File: src/rtl/core/pslt_pkg.sv
// Shared constants, types and helper functions for the per-source log throttle table.
package pslt_pkg;

    localparam int MAX_SOURCES = 16;
    localparam int SRC_W       = 4;
    localparam int ADDR_W      = (MAX_SOURCES > 1) ? $clog2(MAX_SOURCES) : 1;
    localparam int TIME_W      = 48;
    localparam int CNT_W       = 32;
    localparam int MIN_IV_W    = 16;
    localparam int SYNC_IV_W   = 20;
    localparam int CFG_DATA_W  = 20;
    localparam int CFG_IDX_W   = 1;
    localparam int ENTRY_W     = 2 * TIME_W;

    localparam logic [MIN_IV_W-1:0]  MIN_IV_MAX   = 16'd60000;
    localparam logic [SYNC_IV_W-1:0] SYNC_IV_MAX  = 20'd600000;
    localparam logic [MIN_IV_W-1:0]  MIN_IV_RST   = 16'd1000;
    localparam logic [SYNC_IV_W-1:0] SYNC_IV_RST  = 20'd1000;

    localparam logic [1:0] REQ_TICK   = 2'd0;
    localparam logic [1:0] REQ_QUERY  = 2'd1;
    localparam logic [1:0] REQ_COMMIT = 2'd2;
    localparam logic [1:0] REQ_CLEAR  = 2'd3;

    localparam logic [CFG_IDX_W-1:0] CFG_MIN_IV  = 1'd0;
    localparam logic [CFG_IDX_W-1:0] CFG_SYNC_IV = 1'd1;

    // decision for one word, handed from the evaluator to the state update
    typedef struct packed {
        logic due;
        logic sync_now;
        logic do_commit;
        logic do_clear;
    } pslt_dec_t;

    function automatic logic [MIN_IV_W-1:0] clamp_min_iv(input logic [MIN_IV_W-1:0] v);
        logic [MIN_IV_W-1:0] r;
        r = v;
        if (v == '0)
        begin
            r = MIN_IV_W'(1);
        end
        else if (v > MIN_IV_MAX)
        begin
            r = MIN_IV_MAX;
        end
        return r;
    endfunction

    function automatic logic [SYNC_IV_W-1:0] clamp_sync_iv(input logic [SYNC_IV_W-1:0] v);
        logic [SYNC_IV_W-1:0] r;
        r = v;
        if (v == '0)
        begin
            r = SYNC_IV_W'(1);
        end
        else if (v > SYNC_IV_MAX)
        begin
            r = SYNC_IV_MAX;
        end
        return r;
    endfunction

endpackage

File: src/rtl/core/pslt_ram.sv
// Generic single-port-write, registered-read synchronous RAM.
module pslt_ram #(
    parameter int DEPTH = 16,
    parameter int WIDTH = 96,
    parameter int AW    = 4
) (
    input  logic             clk,
    input  logic             we,
    input  logic [AW-1:0]    waddr,
    input  logic [WIDTH-1:0] wdata,
    input  logic             re,
    input  logic [AW-1:0]    raddr,
    output logic [WIDTH-1:0] rdata
);

    logic [WIDTH-1:0] mem [DEPTH];
    logic [WIDTH-1:0] rdata_reg;

    always_ff @(posedge clk)
    begin
        if (we)
        begin
            mem[waddr] <= wdata;
        end
    end

    always_ff @(posedge clk)
    begin
        if (re)
        begin
            rdata_reg <= mem[raddr];
        end
    end

    assign rdata = rdata_reg;

endmodule

File: src/rtl/core/pslt_eval.sv
// Decision logic: due test for queries, flush test for ticks, commit and clear strobes.
module pslt_eval (
    input  logic [1:0]                    req_type,
    input  logic                          in_range,
    input  logic [pslt_pkg::TIME_W-1:0]   frame_stamp,
    input  logic [pslt_pkg::TIME_W-1:0]   now_ms,
    input  logic                          entry_valid,
    input  logic [pslt_pkg::TIME_W-1:0]   stored_stamp,
    input  logic [pslt_pkg::TIME_W-1:0]   stored_time,
    input  logic [pslt_pkg::MIN_IV_W-1:0] min_iv,
    input  logic [pslt_pkg::SYNC_IV_W-1:0] sync_iv,
    input  logic                          dirty,
    input  logic [pslt_pkg::TIME_W-1:0]   last_sync,
    output pslt_pkg::pslt_dec_t           dec
);

    logic [pslt_pkg::TIME_W:0] q_diff;
    logic [pslt_pkg::TIME_W:0] t_diff;
    logic                      q_elapsed;
    logic                      t_elapsed;
    logic                      q_ok;

    // borrow out of the 49-bit difference means now is before the earlier time
    assign q_diff = {1'b0, now_ms} - {1'b0, stored_time};
    assign t_diff = {1'b0, now_ms} - {1'b0, last_sync};

    assign q_elapsed = !q_diff[pslt_pkg::TIME_W] &&
        (q_diff[pslt_pkg::TIME_W-1:0] >=
         pslt_pkg::TIME_W'(pslt_pkg::clamp_min_iv(min_iv)));
    assign t_elapsed = !t_diff[pslt_pkg::TIME_W] &&
        (t_diff[pslt_pkg::TIME_W-1:0] >=
         pslt_pkg::TIME_W'(pslt_pkg::clamp_sync_iv(sync_iv)));

    assign q_ok = !entry_valid || ((stored_stamp != frame_stamp) && q_elapsed);

    always_comb
    begin
        dec = '0;
        unique case (req_type)
            pslt_pkg::REQ_TICK:
            begin
                dec.sync_now = dirty && t_elapsed;
            end
            pslt_pkg::REQ_QUERY:
            begin
                dec.due = in_range && (frame_stamp != '0) && q_ok;
            end
            pslt_pkg::REQ_COMMIT:
            begin
                dec.do_commit = in_range;
            end
            pslt_pkg::REQ_CLEAR:
            begin
                dec.do_clear = 1'b1;
            end
            default:
            begin
                dec = '0;
            end
        endcase
    end

endmodule

File: src/rtl/core/per_source_log_throttle_table_top.sv
// Top level of the per-source log throttle table.
// Each request word passes a work stage and the block holds one word at a time: in the
// accept cycle the source's entry (last frame stamp and last write time) is read from
// a 16-entry synchronous RAM; from the work stage the decision is formed and, once the
// result register is free or draining, the entry is written back on a commit and the
// result word is loaded into the output register. Since a new word is only taken once
// the previous one has left the work stage, a read never overlaps the pending write of
// the same entry. Entry valid bits live in flip-flops, so a clear empties the table
// without a pass through the RAM and no clearing pass follows reset. The result
// register lets a new request word be taken while the previous result waits on
// rsp_stall. Configuration writes are registered; out-of-range interval values are
// clamped when used.
module per_source_log_throttle_table_top (
    input  logic                              clk,
    input  logic                              rst_n,
    // configuration
    input  logic                              cfg_we,
    input  logic [pslt_pkg::CFG_IDX_W-1:0]    cfg_index,
    input  logic [pslt_pkg::CFG_DATA_W-1:0]   cfg_data,
    // request channel
    input  logic                              req_valid,
    output logic                              req_stall,
    input  logic [1:0]                        req_type,
    input  logic [pslt_pkg::SRC_W-1:0]        source_id,
    input  logic [pslt_pkg::TIME_W-1:0]       frame_stamp,
    input  logic [pslt_pkg::TIME_W-1:0]       now_ms,
    // response channel
    output logic                              rsp_valid,
    input  logic                              rsp_stall,
    output logic                              due,
    output logic                              sync_now,
    output logic [pslt_pkg::CNT_W-1:0]        entries_logged
);

    // configuration registers
    logic [pslt_pkg::MIN_IV_W-1:0]  min_iv_reg;
    logic [pslt_pkg::SYNC_IV_W-1:0] sync_iv_reg;

    // work stage: the word whose table entry is being read
    logic                           s1_valid_reg;
    logic [1:0]                     s1_req_reg;
    logic [pslt_pkg::ADDR_W-1:0]    s1_addr_reg;
    logic                           s1_in_range_reg;
    logic [pslt_pkg::TIME_W-1:0]    s1_stamp_reg;
    logic [pslt_pkg::TIME_W-1:0]    s1_now_reg;

    // block-wide state
    logic [pslt_pkg::MAX_SOURCES-1:0] valid_reg;
    logic [pslt_pkg::TIME_W-1:0]      last_sync_reg;
    logic                             dirty_reg;
    logic [pslt_pkg::CNT_W-1:0]       count_reg;
    logic [pslt_pkg::CNT_W-1:0]       count_next;

    // result register
    logic                           out_valid_reg;
    logic                           out_due_reg;
    logic                           out_sync_reg;
    logic [pslt_pkg::CNT_W-1:0]     out_count_reg;

    logic                           req_fire;
    logic                           s1_fire;
    logic                           in_range;
    logic [pslt_pkg::ADDR_W-1:0]    req_addr;
    logic [pslt_pkg::ENTRY_W-1:0]   ram_rdata;
    logic [pslt_pkg::ENTRY_W-1:0]   ram_wdata;
    pslt_pkg::pslt_dec_t            dec;

    // one word in flight: stall while the work stage is occupied
    assign req_stall = s1_valid_reg;
    assign req_fire  = req_valid && !req_stall;
    // work stage retires once the result register is free or draining
    assign s1_fire   = s1_valid_reg && !(out_valid_reg && rsp_stall);

    assign in_range  = 32'(source_id) < pslt_pkg::MAX_SOURCES;
    assign req_addr  = pslt_pkg::ADDR_W'(source_id);
    assign ram_wdata = {s1_stamp_reg, s1_now_reg};

    always_ff @(posedge clk or negedge rst_n)
    begin
        if (!rst_n)
        begin
            min_iv_reg  <= pslt_pkg::MIN_IV_RST;
            sync_iv_reg <= pslt_pkg::SYNC_IV_RST;
        end
        else if (cfg_we)
        begin
            unique case (cfg_index)
                pslt_pkg::CFG_MIN_IV:
                begin
                    min_iv_reg <= cfg_data[pslt_pkg::MIN_IV_W-1:0];
                end
                pslt_pkg::CFG_SYNC_IV:
                begin
                    sync_iv_reg <= cfg_data[pslt_pkg::SYNC_IV_W-1:0];
                end
                default:
                begin
                    min_iv_reg <= min_iv_reg;
                end
            endcase
        end
    end

    // table RAM: stamp in the upper half, write time in the lower half
    pslt_ram #(
        .DEPTH (pslt_pkg::MAX_SOURCES),
        .WIDTH (pslt_pkg::ENTRY_W),
        .AW    (pslt_pkg::ADDR_W)
    ) u_ram (
        .clk   (clk),
        .we    (s1_fire && dec.do_commit),
        .waddr (s1_addr_reg),
        .wdata (ram_wdata),
        .re    (req_fire),
        .raddr (req_addr),
        .rdata (ram_rdata)
    );

    pslt_eval u_eval (
        .req_type     (s1_req_reg),
        .in_range     (s1_in_range_reg),
        .frame_stamp  (s1_stamp_reg),
        .now_ms       (s1_now_reg),
        .entry_valid  (valid_reg[s1_addr_reg]),
        .stored_stamp (ram_rdata[pslt_pkg::ENTRY_W-1:pslt_pkg::TIME_W]),
        .stored_time  (ram_rdata[pslt_pkg::TIME_W-1:0]),
        .min_iv       (min_iv_reg),
        .sync_iv      (sync_iv_reg),
        .dirty        (dirty_reg),
        .last_sync    (last_sync_reg),
        .dec          (dec)
    );

    // work stage control
    always_ff @(posedge clk or negedge rst_n)
    begin
        if (!rst_n)
        begin
            s1_valid_reg <= 1'b0;
        end
        else if (req_fire)
        begin
            s1_valid_reg <= 1'b1;
        end
        else if (s1_fire)
        begin
            s1_valid_reg <= 1'b0;
        end
    end

    // work stage payload
    always_ff @(posedge clk)
    begin
        if (req_fire)
        begin
            s1_req_reg      <= req_type;
            s1_addr_reg     <= req_addr;
            s1_in_range_reg <= in_range;
            s1_stamp_reg    <= frame_stamp;
            s1_now_reg      <= now_ms;
        end
    end

    always_comb
    begin
        count_next = count_reg;
        if (dec.do_clear)
        begin
            count_next = '0;
        end
        else if (dec.do_commit)
        begin
            count_next = count_reg + pslt_pkg::CNT_W'(1);
        end
    end

    // block-wide state update
    always_ff @(posedge clk or negedge rst_n)
    begin
        if (!rst_n)
        begin
            valid_reg     <= '0;
            last_sync_reg <= '0;
            dirty_reg     <= 1'b0;
            count_reg     <= '0;
        end
        else if (s1_fire)
        begin
            count_reg <= count_next;
            if (dec.do_clear)
            begin
                valid_reg <= '0;
            end
            else if (dec.do_commit)
            begin
                valid_reg[s1_addr_reg] <= 1'b1;
                dirty_reg              <= 1'b1;
            end
            else if (dec.sync_now)
            begin
                last_sync_reg <= s1_now_reg;
                dirty_reg     <= 1'b0;
            end
        end
    end

    // result register
    always_ff @(posedge clk or negedge rst_n)
    begin
        if (!rst_n)
        begin
            out_valid_reg <= 1'b0;
        end
        else if (s1_fire)
        begin
            out_valid_reg <= 1'b1;
        end
        else if (!rsp_stall)
        begin
            out_valid_reg <= 1'b0;
        end
    end

    always_ff @(posedge clk)
    begin
        if (s1_fire)
        begin
            out_due_reg   <= dec.due;
            out_sync_reg  <= dec.sync_now;
            out_count_reg <= count_next;
        end
    end

    assign rsp_valid      = out_valid_reg;
    assign due            = out_due_reg;
    assign sync_now       = out_sync_reg;
    assign entries_logged = out_count_reg;

    // a word in the work stage either stays or moves into the result register
    a_no_drop: assert property (@(posedge clk) disable iff (!rst_n)
        s1_valid_reg |=> (s1_valid_reg || out_valid_reg))
        else $error("word lost from work stage");

    // a clear leaves the counter at zero
    a_clear_cnt: assert property (@(posedge clk) disable iff (!rst_n)
        (s1_fire && dec.do_clear) |=> (count_reg == '0))
        else $error("counter not zero after clear");

    // a flush decision clears the dirty flag
    a_sync_clean: assert property (@(posedge clk) disable iff (!rst_n)
        (s1_fire && dec.sync_now) |=> !dirty_reg)
        else $error("dirty flag survived flush");

    // a commit leaves the block dirty
    a_commit_dirty: assert property (@(posedge clk) disable iff (!rst_n)
        (s1_fire && dec.do_commit) |=> dirty_reg)
        else $error("commit did not set dirty");

    // due and sync_now belong to different request types
    a_excl: assert property (@(posedge clk) disable iff (!rst_n)
        out_valid_reg |-> !(out_due_reg && out_sync_reg))
        else $error("due and sync_now both set");

endmodule
File: config.mk
export PLATFORM = sky130hd
export DESIGN_NAME = per_source_log_throttle_table_top
export DESIGN_NICKNAME = d
export VERILOG_FILES = /design/src/rtl/core/pslt_pkg.sv /design/src/rtl/core/pslt_ram.sv /design/src/rtl/core/pslt_eval.sv /design/src/rtl/core/per_source_log_throttle_table_top.sv
export SDC_FILE = /design/constraint.sdc
export NUM_CORES = 2
export LEC_CHECK = 0
export ABC_AREA = 0
export BUFFER_PORTS_ARGS = -buffer_cell sky130_fd_sc_hd__buf_4
export CORE_MARGIN = 4
export CORE_UTILIZATION = 51
export DETAILED_ROUTE_END_ITERATION = 8
export PLACE_DENSITY = 0.67
export SETUP_SLACK_MARGIN = 0.1
export SKIP_CTS_REPAIR_TIMING = 1
export SLEW_MARGIN = 0
export SYNTH_ARGS = -nofsm -noshare
export SYNTH_HDL_FRONTEND = slang
export SYNTH_SLANG_ARGS = --single-unit
export TNS_END_PERCENT = 50
File: constraint.sdc
create_clock -name clk -period 18.84 [get_ports clk]
set_input_delay 2.826 -clock clk [delete_from_list [all_inputs] [get_ports clk]]
set_output_delay 2.826 -clock clk [all_outputs]
set_load 0.02 [all_outputs]
==> impl_metrics.csv <==
group,metric,value,unit
run_status,status,"finished, final reports clean",
critical_path,cp_top_family,"compound AO/OA/AOI/OAI gates",
global_route,grt_overflow_total,0,
clock_network,clock_path_buffers,3,
final_layout,drive_above_1_share,0.241,
placement,dp.final_hpwl,102000,um
detailed_routing,via_count,40100,
clock_network,numClockSinks,1903,
timing,slew-limit-headroom,0.249,
critical_path,arrival,8.44,ns
placement,port_buffers,163,
job,maxCapViolCount,0,
clock_network,clk_latency,0.81,ns
critical_path,slowest_stage,"edfxtp_1",
critical_path,path_max_fanout,48,
final_layout,final_cell_mix,"edfxtp_1 (1768), mux4_2 (485), buf_4 (227), clkbuf_16 (193), nand2_1 (176)",
floorplan,initial_core_util,0.514,
yosys,syn_area,0.0783,mm2
min_path,hp-class,"flip-flop to flip-flop",
timing,tightestPinTransition,1.13,ns
floorplan,rows,143,
timing,finalClockSkew,0.0360,ns
yosys,async_reset_ff_frac,0.0709,
timing,min_period_over_period,0.412,
critical_path,crit_chain,"ha_1 > nor2b_1 > o31a_1 > o31a_1 > a311oi_1 > o21ai_0 > a21o_1 > a21oi_1 > xnor2_1 > ha_1 > and4_1 > a21oi_1 > a21oi_1 > nor4_1 > nand4_1 > nor4_1 > nand4bb_1 > nor4_1 > a31oi_1 > nand4_1 > buf_4 > mux2_1",
critical_path,critPathBufInv,1,
floorplan,die_area,0.160,mm2
power_and_ir_drop,finalPower,10900,uW
detailed_routing,drt_wl_total,186000,um
clock_network,tritoncts,"yes",
floorplan,die_w,400,um
clock_network,clkSlewWorstSetupHoldPaths,0.06,ns
detailed_routing,drtAntennaViolNets,0,
timing,whs,0.489,ns
placement,gp_congestion,0.867,
timing,rsz0062_at_grt,"no",
yosys,avgSynthCellArea,19.3,um2
timing,hold_violations,0,
detailed_routing,viasPerCell,6.15,
critical_path,setup.worst_path.end_class,"flip-flop",
clock_network,htree_num_levels,4,
power_and_ir_drop,ir_drop,110,uV
clock_network,cts-root-buf,"clkbuf_16",
floorplan,coreArea,0.152,mm2
yosys,synth_fp_nets,4328,
yosys,yosysUniqueCellTypes,92,
timing,fin_crit,7.77,ns
detailed_routing,route.detailed.drc,0,
detailed_routing,drt-initial-drc-count,4410,
yosys,yosysSeqAreaShare,0.722,
final_layout,areaGrowthSynthToFinish,12.8,%
critical_path,critPathRequiredTime,19.51,ns
final_layout,largest_reg_flops,1536,
global_route,grt_pass1_wl,274000,um
power_and_ir_drop,leakagePower,0.0294,uW
final_layout,layout_commonest_cell,"edfxtp_1",
power_and_ir_drop,powerDensity,123,mW/mm2
yosys,netlist_instances,4065,
detailed_routing,wl_per_cell,28.6,um
global_route,grt_usage,0.235,
critical_path,path_class,"flip-flop to flip-flop",
final_layout,diodes,0,
timing,finalSetupTns,0,ns
floorplan,dieHeight,400,um
yosys,yosys_warnings,0,
global_route,antenna_found_initial,2,
critical_path,slowest_delay,0.79,ns
yosys,synth_ff_type,"edfxtp_1",
clock_network,numCtsBuffers,190,
yosys,synth_edf_count,1768,
timing,final-max-slew-violation-count,0,
detailed_routing,firstDrtPassIters,6,
critical_path,worstSetupStartpointType,"flip-flop",
yosys,ys_ff_latch,1903,
timing,setup_viol,0,
timing,max_freq,129,MHz
final_layout,final_nets,4584,
floorplan,pin_count,164,
global_route,grt_max_degree,116,
global_route,grt_pass1_vias,40600,
## worst reg2reg max path: stages, from the launching register on
cell       delay (ns)
edfxtp_1         0.79
ha_1             0.35
nor2b_1          0.14
o31a_1           0.30
o31a_1           0.34
a311oi_1         0.71
o21ai_0          0.30
a21o_1           0.23
a21oi_1          0.16
xnor2_1          0.14
ha_1             0.26
and4_1           0.21
a21oi_1          0.13
a21oi_1          0.13
nor4_1           0.29
nand4_1          0.14
nor4_1           0.31
nand4bb_1        0.15
nor4_1           0.51
a31oi_1          0.52
nand4_1          0.42
buf_4            0.64
mux2_1           0.47
## cell type report
cell class	instances	area, um2
clock inverters	111	1140
multi-input cells	1865	20700
well taps	2030	2540
fillers	11100	64000
flip-flops and latches	1903	56500
inverters	123	462
repair buffers	238	1890
clock buffers	241	5040
## path summary, 6_finish.rpt
check | to | cells after the start | start | slack, ns
worst max-delay path | last_sync_reg[5]$_DFFE_PN0P_ | 22 | s1_now_reg[1]$_DFFE_PP_ | 11.07
worst min-delay path | valid_reg[10]$_DFFE_PN0P_ | 1 | valid_reg[10]$_DFFE_PN0P_ | 0.49
min in group asynchronous | last_sync_reg[34]$_DFFE_PN0P_ | 1 | rst_n | 2.03
worst max register to register | last_sync_reg[5]$_DFFE_PN0P_ | 22 | s1_now_reg[1]$_DFFE_PP_ | 11.07
worst min register to register | valid_reg[10]$_DFFE_PN0P_ | 1 | valid_reg[10]$_DFFE_PN0P_ | 0.49
max in group asynchronous | last_sync_reg[4]$_DFFE_PN0P_ | 2 | rst_n | 15.39
## per-stage QoR
step	worst slack, ns	cell area (um2)	util	instances
4_1_cts	11.20	88300	0.580	6511
3_3_place_gp	11.27	82100	0.539	6159
2_1_floorplan	6.70	78300	-	4065
6_report	11.07	88300	0.580	6511
3_5_place_dp	11.21	82100	0.539	6159
5_1_grt	10.65	88300	0.580	6511
## report_power, final
| part | internal [uW] | switching (uW) |
|---|---|---|
| Clock | 2120 | 1590 |
| Combinational | 747 | 1160 |
| Sequential | 5000 | 248 |
## per-layer routing
layer / wire (um) / GRT usage / up-vias
met2: 91200 / 0.380 / 1537
met4: 3530 / 0.0530 / 4
met1: 78800 / 0.346 / 21200
li1: - / - / 17100
met3: 12500 / 0.0335 / 238
met5: 23 / 0 / -
## synth_stat cells, types with 11 or more instances
master    count  area [um2]
a21o_1       51         383
a21oi_1     127         636
a31oi_1      16         100
and3_1       21         131
buf_1        38         143
clkbuf_1    118         443
dfrtp_1     123        3080
dfstp_2      12         315
edfxtp_1   1768       53100
ha_1        133        1660
inv_1       122         458
mux2_1       51         574
mux2_2       36         405
mux2i_1      14         140
mux4_2      485       10900
nand2_1     177         664
nand2b_1     19         119
nand3_1      33         165
nand4_1      54         338
nor2_1      137         514
nor2b_1      17         106
nor3_1       29         145
nor4_1       28         175
o211ai_1     12        90.1
o21a_1       42         315
o21ai_0      50         250
o21ai_1      24         120
o21bai_1     11        82.6
o31ai_1      33         248
xnor2_1      85         744
xor2_1       40         350
## cell families after synthesis
| kind of cell | Yosys count | synth area share |
|---|---|---|
| and+or+nand+nor | 566 | 0.0352 |
| AOI/OAI and AO/OA | 453 | 0.0382 |
| xor gates and xnor gates | 125 | 0.0140 |
| muxes | 586 | 0.154 |
| buffers and inverters | 297 | 0.0152 |
| DFF | 1903 | 0.722 |
| adders and majority gates | 135 | 0.0218 |
Power figures use the tool's default switching activity.
